===== src/rtl/core/scc_pkg.sv =====
// ----------------------------------------------------------------------------
// scc_pkg: shared definitions for the simple cycle counter
// Field widths, register indexes, item modes, sequencer states and the
// status bundle passed from the search sequencer to the top level.
// ----------------------------------------------------------------------------
`default_nettype none

package scc_pkg;

  localparam int DEFAULT_MAX_VERTICES = 16;

  localparam int MODE_W      = 1;
  localparam int ROW_INDEX_W = 4;
  localparam int ROW_W       = 16;
  localparam int COUNT_W     = 36;
  localparam int FOUND_W     = 37;
  localparam int CFG_FIELD_W = 5;

  localparam int CFG_INDEX_W = 4;
  localparam int CFG_DATA_W  = 8;

  localparam logic [CFG_INDEX_W-1:0] REG_VERTEX_COUNT = CFG_INDEX_W'(0);
  localparam logic [CFG_INDEX_W-1:0] REG_CYCLE_LENGTH = CFG_INDEX_W'(1);

  localparam logic [CFG_FIELD_W-1:0] VERTEX_COUNT_RESET = CFG_FIELD_W'(16);
  localparam logic [CFG_FIELD_W-1:0] CYCLE_LENGTH_RESET = CFG_FIELD_W'(3);

  localparam logic [MODE_W-1:0] MODE_LOAD  = 1'b0;
  localparam logic [MODE_W-1:0] MODE_COUNT = 1'b1;

  localparam int MIN_CYCLE_LENGTH = 3;
  localparam int MIN_VERTEX_COUNT = 2;

  typedef enum logic [2:0] {
    ST_IDLE,
    ST_START,
    ST_SCAN,
    ST_POP,
    ST_DONE
  } scc_state_t;

  typedef struct packed {
    logic idle;
    logic done;
  } scc_status_t;

endpackage

`default_nettype wire


===== src/rtl/core/scc_ifs.sv =====
// ----------------------------------------------------------------------------
// scc_ifs: channel interfaces of the simple cycle counter
// Input item, result and configuration write channels, valid/ready each.
// ----------------------------------------------------------------------------
`default_nettype none

interface scc_item_if;
  logic                            valid;
  logic                            ready;
  logic [scc_pkg::MODE_W-1:0]      mode;
  logic [scc_pkg::ROW_INDEX_W-1:0] row_index;
  logic [scc_pkg::ROW_W-1:0]       row_bits;

  modport source (output valid, output mode, output row_index, output row_bits,
                  input ready);
  modport sink (input valid, input mode, input row_index, input row_bits,
                output ready);
endinterface

interface scc_result_if;
  logic                        valid;
  logic                        ready;
  logic [scc_pkg::COUNT_W-1:0] cycle_count;

  modport source (output valid, output cycle_count, input ready);
  modport sink (input valid, input cycle_count, output ready);
endinterface

interface scc_cfg_if;
  logic                            valid;
  logic                            ready;
  logic [scc_pkg::CFG_INDEX_W-1:0] index;
  logic [scc_pkg::CFG_DATA_W-1:0]  data;

  modport source (output valid, output index, output data, input ready);
  modport sink (input valid, input index, input data, output ready);
endinterface

`default_nettype wire


===== src/rtl/core/scc_ram.sv =====
// ----------------------------------------------------------------------------
// scc_ram: generic single-port-write, single-port-read ram
// One write and one registered read per cycle; read data holds when idle.
// ----------------------------------------------------------------------------
`default_nettype none

module scc_ram #(
  parameter int WIDTH = 16,
  parameter int DEPTH = 16
) (
  input  wire logic                     clk,
  input  wire logic                     we,
  input  wire logic [$clog2(DEPTH)-1:0] waddr,
  input  wire logic [WIDTH-1:0]         wdata,
  input  wire logic                     re,
  input  wire logic [$clog2(DEPTH)-1:0] raddr,
  output logic      [WIDTH-1:0]         rdata
);

  logic [WIDTH-1:0] mem [DEPTH];

  always_ff @(posedge clk) begin
    if (we) begin
      mem[waddr] <= wdata;
    end
    if (re) begin
      rdata <= mem[raddr];
    end
  end

endmodule

`default_nettype wire


===== src/rtl/core/scc_search.sv =====
// ----------------------------------------------------------------------------
// scc_search: depth-first search sequencer
// Walks one candidate neighbor per cycle while scanning, under a small state
// machine, with path stack and adjacency rows in rams; counts closed paths.
// ----------------------------------------------------------------------------
`default_nettype none

module scc_search #(
  parameter int MAX_VERTICES = scc_pkg::DEFAULT_MAX_VERTICES
) (
  input  wire logic                                 clk,
  input  wire logic                                 rst,
  input  wire logic                                 go,
  input  wire logic [scc_pkg::CFG_FIELD_W-1:0]      vertex_count,
  input  wire logic [scc_pkg::CFG_FIELD_W-1:0]      cycle_length,
  input  wire logic                                 out_free,
  output scc_pkg::scc_status_t                      status,
  output logic      [scc_pkg::FOUND_W-1:0]          found,
  output logic                                      adj_re,
  output logic      [$clog2(MAX_VERTICES)-1:0]      adj_raddr,
  input  wire logic [MAX_VERTICES-1:0]              adj_rdata,
  output logic                                      stk_we,
  output logic      [$clog2(MAX_VERTICES)-1:0]      stk_waddr,
  output logic      [$clog2(MAX_VERTICES)-1:0]      stk_wdata,
  output logic                                      stk_re,
  output logic      [$clog2(MAX_VERTICES)-1:0]      stk_raddr,
  input  wire logic [$clog2(MAX_VERTICES)-1:0]      stk_rdata
);

  import scc_pkg::*;

  localparam int VW = $clog2(MAX_VERTICES);
  localparam int NW = $clog2(MAX_VERTICES + 1);

  scc_state_t state, state_next;

  logic [VW-1:0]           d;
  logic [VW-1:0]           v;
  logic [VW-1:0]           s;
  logic [NW-1:0]           j;
  logic [MAX_VERTICES-1:0] visited;
  logic [NW-1:0]           nv;
  logic [VW-1:0]           last_d;
  logic [VW-1:0]           s_last;

  logic          cfg_empty;
  logic [NW-1:0] nv_cfg;
  logic [VW-1:0] last_cfg;
  logic [VW-1:0] slast_cfg;

  logic [VW-1:0] j_idx;
  logic          at_leaf;
  logic          j_in;
  logic          push;
  logic          pop;
  logic          leaf_hit;
  logic          root_pop;
  logic          last_start;

  // search bounds from the configuration registers
  always_comb begin
    int nv_i;
    int len_i;
    nv_i = int'(vertex_count);
    if (nv_i > MAX_VERTICES) begin
      nv_i = MAX_VERTICES;
    end
    len_i = int'(cycle_length);
    cfg_empty = (len_i < MIN_CYCLE_LENGTH) || (nv_i < MIN_VERTEX_COUNT) ||
                (len_i > nv_i - 1);
    nv_cfg    = NW'(nv_i);
    last_cfg  = VW'(len_i - 1);
    slast_cfg = VW'(nv_i - len_i);
  end

  assign j_idx      = j[VW-1:0];
  assign at_leaf    = (d == last_d);
  assign j_in       = (j < nv);
  assign push       = (state == ST_SCAN) && !at_leaf && j_in &&
                      !visited[j_idx] && adj_rdata[j_idx];
  assign pop        = (state == ST_SCAN) && (at_leaf || !j_in);
  assign leaf_hit   = (state == ST_SCAN) && at_leaf && adj_rdata[s];
  assign root_pop   = pop && (d == '0);
  assign last_start = (s == s_last);

  always_comb begin
    state_next = state;
    case (state)
      ST_IDLE: begin
        if (go) begin
          state_next = cfg_empty ? ST_DONE : ST_START;
        end
      end
      ST_START: state_next = ST_SCAN;
      ST_SCAN: begin
        if (root_pop) begin
          state_next = last_start ? ST_DONE : ST_START;
        end else if (pop) begin
          state_next = ST_POP;
        end
      end
      ST_POP: state_next = ST_SCAN;
      ST_DONE: begin
        if (out_free) begin
          state_next = ST_IDLE;
        end
      end
      default: state_next = ST_IDLE;
    endcase
  end

  always_comb begin
    status.idle = (state == ST_IDLE);
    status.done = (state == ST_DONE) && out_free;
    adj_re      = 1'b0;
    adj_raddr   = s;
    stk_we      = 1'b0;
    stk_waddr   = d;
    stk_wdata   = s;
    stk_re      = 1'b0;
    stk_raddr   = VW'(d - 1'b1);
    case (state)
      ST_START: begin
        adj_re    = 1'b1;
        adj_raddr = s;
        stk_we    = 1'b1;
        stk_waddr = '0;
        stk_wdata = s;
      end
      ST_SCAN: begin
        if (push) begin
          adj_re    = 1'b1;
          adj_raddr = j_idx;
          stk_we    = 1'b1;
          stk_waddr = VW'(d + 1'b1);
          stk_wdata = j_idx;
        end else if (pop && !root_pop) begin
          stk_re = 1'b1;
        end
      end
      ST_POP: begin
        adj_re    = 1'b1;
        adj_raddr = stk_rdata;
      end
      default: begin
      end
    endcase
  end

  always_ff @(posedge clk) begin
    if (rst) begin
      state   <= ST_IDLE;
      visited <= '0;
      found   <= '0;
      s       <= '0;
      d       <= '0;
    end else begin
      state <= state_next;
      case (state)
        ST_IDLE: begin
          if (go) begin
            found   <= '0;
            visited <= '0;
            s       <= VW'(1);
          end
        end
        ST_START: begin
          visited[s] <= 1'b1;
          d          <= '0;
        end
        ST_SCAN: begin
          if (leaf_hit) begin
            found <= found + FOUND_W'(1);
          end
          if (push) begin
            visited[j_idx] <= 1'b1;
            d              <= VW'(d + 1'b1);
          end else if (root_pop) begin
            // start stays marked: it is retired for later searches
            s <= VW'(s + 1'b1);
          end else if (pop) begin
            visited[v] <= 1'b0;
            d          <= VW'(d - 1'b1);
          end
        end
        default: begin
        end
      endcase
    end
  end

  // payload-like datapath registers
  always_ff @(posedge clk) begin
    case (state)
      ST_IDLE: begin
        if (go) begin
          nv     <= nv_cfg;
          last_d <= last_cfg;
          s_last <= slast_cfg;
        end
      end
      ST_START: begin
        v <= s;
        j <= NW'(1);
      end
      ST_SCAN: begin
        if (push) begin
          v <= j_idx;
          j <= NW'(1);
        end else if (pop) begin
          // parent resumes just past the vertex being left
          j <= NW'(NW'(v) + NW'(1));
        end else begin
          j <= NW'(j + 1'b1);
        end
      end
      ST_POP: begin
        v <= stk_rdata;
      end
      default: begin
      end
    endcase
  end

`ifndef SYNTHESIS
  a_depth_bound: assert property (@(posedge clk) disable iff (rst)
    (state == ST_SCAN) |-> (d <= last_d))
    else $error("search depth past the cycle length");

  a_start_marked: assert property (@(posedge clk) disable iff (rst)
    (state == ST_SCAN) |-> visited[s])
    else $error("start vertex not marked during its search");

  a_cand_bound: assert property (@(posedge clk) disable iff (rst)
    (state == ST_SCAN) |-> (j <= nv))
    else $error("neighbor candidate beyond vertex count");

  a_push_depth: assert property (@(posedge clk) disable iff (rst)
    push |=> (d == VW'($past(d) + 1'b1)) && visited[v])
    else $error("push did not advance depth and mark vertex");

  a_done_hold: assert property (@(posedge clk) disable iff (rst)
    (state == ST_DONE) |=> $stable(found))
    else $error("count changed after search end");
`endif

endmodule

`default_nettype wire


===== src/rtl/core/simple_cycle_counter.sv =====
// ----------------------------------------------------------------------------
// simple_cycle_counter: counts simple cycles of a set length in a graph
// Loads adjacency rows, then runs a ram-backed depth-first search on demand.
// ----------------------------------------------------------------------------
// Usage:
//   item channel: mode load writes row_bits into row row_index;
//     mode count starts a search over vertices 1 .. vertex_count-1.
//   result channel: one transaction per count item carrying cycle_count,
//     none for a load item.
//   cfg channel: always ready; index 0 is vertex_count, index 1 is
//     cycle_length. Write only while no count is in flight.
// Throughput:
//   loads stream back to back.
//   a count runs a start step per start vertex, a scan per neighbor candidate
//   examined, a scan that ends a vertex and a stack read per step back up the
//   path, a scan to finish each start vertex, plus a done step to leave the
//   search; the search sequencer is the only worker and holds item ready low
//   while busy.
//   an empty configuration goes straight to the done step. The result is
//   registered in the output register as the search leaves its done step.
// Reset: vertex_count 16, cycle_length 3, sequencer idle, result empty.
//   Adjacency rows are undefined until loaded.
// Stall: a pending result leaves loads and a new count start unaffected; a
//   finished count waits in the sequencer until the output register frees.
// ----------------------------------------------------------------------------
`default_nettype none

module simple_cycle_counter #(
  parameter int MAX_VERTICES = scc_pkg::DEFAULT_MAX_VERTICES
) (
  input wire logic      clk,
  input wire logic      rst,
  scc_cfg_if.sink       cfg,
  scc_item_if.sink      item,
  scc_result_if.source  result
);

  import scc_pkg::*;

  localparam int VW = $clog2(MAX_VERTICES);

  logic [CFG_FIELD_W-1:0] vertex_count;
  logic [CFG_FIELD_W-1:0] cycle_length;

  scc_status_t        status;
  logic [FOUND_W-1:0] found;
  logic               out_free;
  logic               go;
  logic               item_acc;

  logic                    adj_we;
  logic [VW-1:0]           adj_waddr;
  logic [MAX_VERTICES-1:0] adj_wdata;
  logic                    adj_re;
  logic [VW-1:0]           adj_raddr;
  logic [MAX_VERTICES-1:0] adj_rdata;

  logic          stk_we;
  logic [VW-1:0] stk_waddr;
  logic [VW-1:0] stk_wdata;
  logic          stk_re;
  logic [VW-1:0] stk_raddr;
  logic [VW-1:0] stk_rdata;

  logic               res_valid;
  logic [COUNT_W-1:0] res_count;

  assign cfg.ready = 1'b1;

  always_ff @(posedge clk) begin
    if (rst) begin
      vertex_count <= VERTEX_COUNT_RESET;
      cycle_length <= CYCLE_LENGTH_RESET;
    end else if (cfg.valid) begin
      case (cfg.index)
        REG_VERTEX_COUNT: vertex_count <= cfg.data[CFG_FIELD_W-1:0];
        REG_CYCLE_LENGTH: cycle_length <= cfg.data[CFG_FIELD_W-1:0];
        default: begin
        end
      endcase
    end
  end

  assign item.ready = status.idle;
  assign item_acc   = item.valid && item.ready;
  assign go         = item_acc && (item.mode == MODE_COUNT);

  // rows outside the matrix are dropped
  assign adj_we    = item_acc && (item.mode == MODE_LOAD) &&
                     (int'(item.row_index) < MAX_VERTICES);
  assign adj_waddr = VW'(item.row_index);
  assign adj_wdata = MAX_VERTICES'(item.row_bits);

  scc_ram #(
    .WIDTH (MAX_VERTICES),
    .DEPTH (MAX_VERTICES)
  ) u_adj_ram (
    .clk   (clk),
    .we    (adj_we),
    .waddr (adj_waddr),
    .wdata (adj_wdata),
    .re    (adj_re),
    .raddr (adj_raddr),
    .rdata (adj_rdata)
  );

  scc_ram #(
    .WIDTH (VW),
    .DEPTH (MAX_VERTICES)
  ) u_stack_ram (
    .clk   (clk),
    .we    (stk_we),
    .waddr (stk_waddr),
    .wdata (stk_wdata),
    .re    (stk_re),
    .raddr (stk_raddr),
    .rdata (stk_rdata)
  );

  scc_search #(
    .MAX_VERTICES (MAX_VERTICES)
  ) u_search (
    .clk          (clk),
    .rst          (rst),
    .go           (go),
    .vertex_count (vertex_count),
    .cycle_length (cycle_length),
    .out_free     (out_free),
    .status       (status),
    .found        (found),
    .adj_re       (adj_re),
    .adj_raddr    (adj_raddr),
    .adj_rdata    (adj_rdata),
    .stk_we       (stk_we),
    .stk_waddr    (stk_waddr),
    .stk_wdata    (stk_wdata),
    .stk_re       (stk_re),
    .stk_raddr    (stk_raddr),
    .stk_rdata    (stk_rdata)
  );

  assign out_free = !res_valid || result.ready;

  always_ff @(posedge clk) begin
    if (rst) begin
      res_valid <= 1'b0;
    end else if (status.done) begin
      res_valid <= 1'b1;
    end else if (result.ready) begin
      res_valid <= 1'b0;
    end
  end

  // each cycle is seen in both directions, so halve the total
  always_ff @(posedge clk) begin
    if (status.done) begin
      res_count <= found[FOUND_W-1:1];
    end
  end

  assign result.valid       = res_valid;
  assign result.cycle_count = res_count;

endmodule

`default_nettype wire

===== src/flat_wrapper.sv =====
// flat-port wrapper written by rule: the top's interface ports become plain ports
module simple_cycle_counter_flat import scc_pkg::*;
#(
  parameter int MAX_VERTICES = scc_pkg::DEFAULT_MAX_VERTICES
)
  (clk, rst, cfg_valid, cfg_index, cfg_data, cfg_ready, item_valid, item_mode, item_row_index, item_row_bits, item_ready, result_valid, result_cycle_count, result_ready);
  scc_cfg_if cfg_i ();
  scc_item_if item_i ();
  scc_result_if result_i ();
  input wire logic clk;
  input wire logic rst;
  input wire logic [$bits(cfg_i.valid)-1:0] cfg_valid;
  input wire logic [$bits(cfg_i.index)-1:0] cfg_index;
  input wire logic [$bits(cfg_i.data)-1:0] cfg_data;
  output wire logic [$bits(cfg_i.ready)-1:0] cfg_ready;
  input wire logic [$bits(item_i.valid)-1:0] item_valid;
  input wire logic [$bits(item_i.mode)-1:0] item_mode;
  input wire logic [$bits(item_i.row_index)-1:0] item_row_index;
  input wire logic [$bits(item_i.row_bits)-1:0] item_row_bits;
  output wire logic [$bits(item_i.ready)-1:0] item_ready;
  output wire logic [$bits(result_i.valid)-1:0] result_valid;
  output wire logic [$bits(result_i.cycle_count)-1:0] result_cycle_count;
  input wire logic [$bits(result_i.ready)-1:0] result_ready;
  assign cfg_i.valid = cfg_valid;
  assign cfg_i.index = cfg_index;
  assign cfg_i.data = cfg_data;
  assign cfg_ready = cfg_i.ready;
  assign item_i.valid = item_valid;
  assign item_i.mode = item_mode;
  assign item_i.row_index = item_row_index;
  assign item_i.row_bits = item_row_bits;
  assign item_ready = item_i.ready;
  assign result_valid = result_i.valid;
  assign result_cycle_count = result_i.cycle_count;
  assign result_i.ready = result_ready;
  simple_cycle_counter #(.MAX_VERTICES(MAX_VERTICES)) u_core (.clk(clk), .rst(rst), .cfg(cfg_i), .item(item_i), .result(result_i));
endmodule

===== config.mk =====
export PLATFORM = sky130hd
export DESIGN_NAME = simple_cycle_counter_flat
export DESIGN_NICKNAME = d
export VERILOG_FILES = /design/src/rtl/core/scc_pkg.sv /design/src/rtl/core/scc_ifs.sv /design/src/rtl/core/scc_ram.sv /design/src/rtl/core/scc_search.sv /design/src/rtl/core/simple_cycle_counter.sv /design/src/flat_wrapper.sv
export SDC_FILE = /design/constraint.sdc
export NUM_CORES = 1
export LEC_CHECK = 0
export ABC_AREA = 1
export BUFFER_PORTS_ARGS = -buffer_cell sky130_fd_sc_hd__buf_4
export CAP_MARGIN = 20
export CORE_MARGIN = 4
export CORE_UTILIZATION = 44
export CTS_BUF_LIST = sky130_fd_sc_hd__clkbuf_4 sky130_fd_sc_hd__clkbuf_8 sky130_fd_sc_hd__clkbuf_16
export DETAILED_ROUTE_END_ITERATION = 8
export PLACE_DENSITY_LB_ADDON = 0.08
export SYNTH_ARGS = -nofsm -noshare
export SYNTH_HDL_FRONTEND = slang
export SYNTH_SLANG_ARGS = --single-unit
export TNS_END_PERCENT = 20

===== constraint.sdc =====
create_clock -name clk -period 4.7 [get_ports clk]
set_clock_uncertainty 0.2 [all_clocks]
set_input_delay 0.235 -clock clk [delete_from_list [all_inputs] [get_ports clk]]
set_output_delay 0.235 -clock clk [all_outputs]
set_load 0.03 [all_outputs]

==> impl_metrics.ini <==
[drt]
drcViolationCount = 0
ant_nets = 0
via_per_inst = 5.361
m1WireLength_um = 26450
dr.max_layer_used = met4
wl_um = 59870
num_vias = 17150
wl_per_cell_um = 18.72
drtIter0Drc = 1219
met2WireLength_um = 28200
drt_first_pass_iters = 5
wl_met3_um = 3495

[timing]
whs_ns = 0.05639
finalSetupTns_ns = 0
fmax_mhz = 233.1
rsz0062_at_grt = false
relSlewSlack_pct = 30.40
hold_violations = 0
tightest_slew_ns = 1.042
min_period_over_period_pct = 91.27
setup_viol = 0
slew_violations = 0
fin_crit_ns = 4.289

[final_layout]
fin_nets = 2546
fin_cells = 3199
layout-drive-gt1-share_pct = 10.41
syn2layout_area_growth_pct = 15.24
antennaDiodeCount = 0
fill_cells = 4577
stdcell_area_um2 = 25980

[worst_setup_path]
worst_path_largest_cell_delay_ns = 0.60
critical_path_required_ns = 4.96
crit_chain = ha_1, nand2_1, inv_1, o21ai_0, nand3_1, nor2_2, nand3_4, nand3_2, nand2_2, nor2_4, buf_4, nand3_1, nand3_1, nand3_1, nand2_1
critPathLaunch = u_core.u_search.j[2]
rr_worst_depth = 15
crit_path_end_kind = flip-flop
cpMaxStageDelayCell = buf_4
crit_fanout = 41
worst_path_most_repeated_cell = nand3_1
start_kind = flip-flop
arrival_ns = 4.55
r2r-end = u_core.u_adj_ram.rdata[6]
r2r_start = u_core.u_search.j[2]
critPathKind = flip-flop to flip-flop
rrSetupSlack_ns = 0.41

[grt]
first_global_vias = 16190
grt-ovfl-total = 0
grtUsageTotal_pct = 21.70
antenna_found_initial = 0
grt_pass1_wl_um = 92650
grt_start_max_net_pins = 78

[pwr]
ir_worst_vdd_uv = 418.1
powerDensity_nw_per_um2 = 527.7
p_leak_uw = 0.01049

[cts]
cts_resized = 0
cts.sinks = 473
numCtsBuffers = 53
clockBufferDepth = 3
cts_setup_buffers = 0
cts_tree = done
root_buffer = clkbuf_16
ctsHtreeMaxLevel = 2
clk_latency_ns = 0.60
path_clk_slew_ns = 0.06

[place]
dpl.hpwl_um = 37860
placedInstanceArea_um2 = 23870
gp_congestion = 0.9038
portBuffers = 72
dp_cells = 3064

[logic_synthesis]
yosysSeqAreaShare_pct = 59.66
synth_nets = 2447
synth_cell_types = 51
synth_top_family_by_area = simple AND/OR/NAND/NOR gates
yosysMostFrequentCell = inv_1
ys_seq_elements = 473
async_flop_share_pct = 0
synth_cells = 2387
avgSynthCellArea_um2 = 9.447
synth-simple-area-share_pct = 21.10
yosys-top-cells-count = inv_1 (406), nand2_1 (403), edfxtp_1 (398)
synth_mux_area_share_pct = 0
synth_compound_area_share_pct = 7.413
post-synth-top-area-cell = edfxtp_1
synth_xor_area_share_pct = 0.9710
synth_adder_area_share_pct = 1.254
synth_enable_flop_cells = 398
synth.top_cell.area_share_pct = 53.00
synth_area_um2 = 22550
netlist_top_cells_area = edfxtp_1 (53%), inv_1 (6.8%), nand2_1 (6.7%), dfxtp_1 (6.7%), nand3_1 (5.8%)
synthFlopType = edfxtp_1
yosysWarnings = 0

[outcome]
status = completed

[floorplan]
die_width_um = 234.4
die_y_um = 234.4
boundaryPins = 77
initial_utilization_pct = 44.76
num_rows = 82
die_area_um2 = 54930
coreArea_um2 = 50380

[worst_hold_path]
holdPathEnd = u_core.u_adj_ram.mem[3][3]
min_path_cells = 3
hp-class = input port to flip-flop
min_from = item_row_index[1]

[run]
max_cap_viol_count = 0
[cell usage in the layout (no fill, tap or decap), types with 29 or more instances in the layout]
cell type        n
nand3_1        262
dlygate4sd3_1   39
nand2_1        403
edfxtp_1       398
nor2_1         139
a21oi_1         91
buf_4          119
o21ai_0        131
inv_1          405
dfxtp_1         75
nand4_1        141
clkbuf_16       54
nor3_1          29
[registers in the layout, summed over array words and instances (netlist names), 16 cells and up]
signal / cells
u_core.u_stack_ram.mem: 64
u_core.u_search.found: 37
u_core.u_adj_ram.mem: 256
u_core.result.cycle_count: 36
u_core.u_search.visited: 16
u_core.u_adj_ram.rdata: 16
[what timing repair did]
item / 4_1_cts / 5_1_grt
setup endpoints to repair: 0 / 0
hold buffers: 39 / 0
hold endpoints to repair: 298 / 0
[per-stage QoR]
step,setup slack (ns),util (%),power [uW]
floorplan,1.721,-,8349
global placement,0.5282,47.38,9604
detailed placement,0.4787,47.38,9676
CTS,0.4657,51.58,13800
global route,0.1985,51.58,14540
finish,0.4105,51.58,13710
[critical path: cells and delay by family (launching register included)]
kind / cells / cell delay (ns)
and+or+nand+nor: 11 / 2.23
buffers and inverters: 2 / 0.63
DFF: 1 / 0.49
adders and majority gates: 1 / 0.36
AOI/OAI and AO/OA: 1 / 0.20
[layer usage]
metal	track usage, %	vias up
li1	-	8316
met1	29.91	8194
met2	35.51	525
met3	3.146	116
met4	7.235	0
met5	0	-
[cell type report]
class	count	area [um^2]	area share [%]
Clock buffer	67	1455	5.600
Clock inverter	29	271.5	1.045
Inverter	418	1578	6.072
Multi-Input combinational cell	1377	7003	26.95
Sequential cell	473	13450	51.77
Tap cell	672	840.8	3.236
Timing Repair Buffer	163	1384	5.326
[where the power goes]
part	internal [uW]	total [uW]	switching [uW]
clock network	2410	4070	1660
logic	1310	4490	3180
registers	4980	5150	172
[how the worst max path moves through the flow]
stage / endpoint / slack (ns)
4_1_cts: u_core.u_adj_ram.rdata[6] / 0.47
2_1_floorplan: u_core.u_stack_ram.mem[0][0] / 1.72
3_5_place_dp: u_core.u_adj_ram.rdata[6] / 0.48
3_3_place_gp: u_core.u_adj_ram.rdata[6] / 0.53
6_report: u_core.u_adj_ram.rdata[6] / 0.41
5_1_grt: u_core.u_adj_ram.rdata[6] / 0.20
[cells by family after synthesis]
| kind of cell | after synthesis |
|---|---|
| AND/OR/NAND/NOR | 1031 |
| buffers and inverters | 537 |
| flip-flops | 473 |
| AO/OA/AOI/OAI | 298 |
| XOR/XNOR | 25 |
| adder cells (fa/ha/maj) | 22 |
| other | 1 |
No activity file was read; power rests on OpenSTA's default activity.
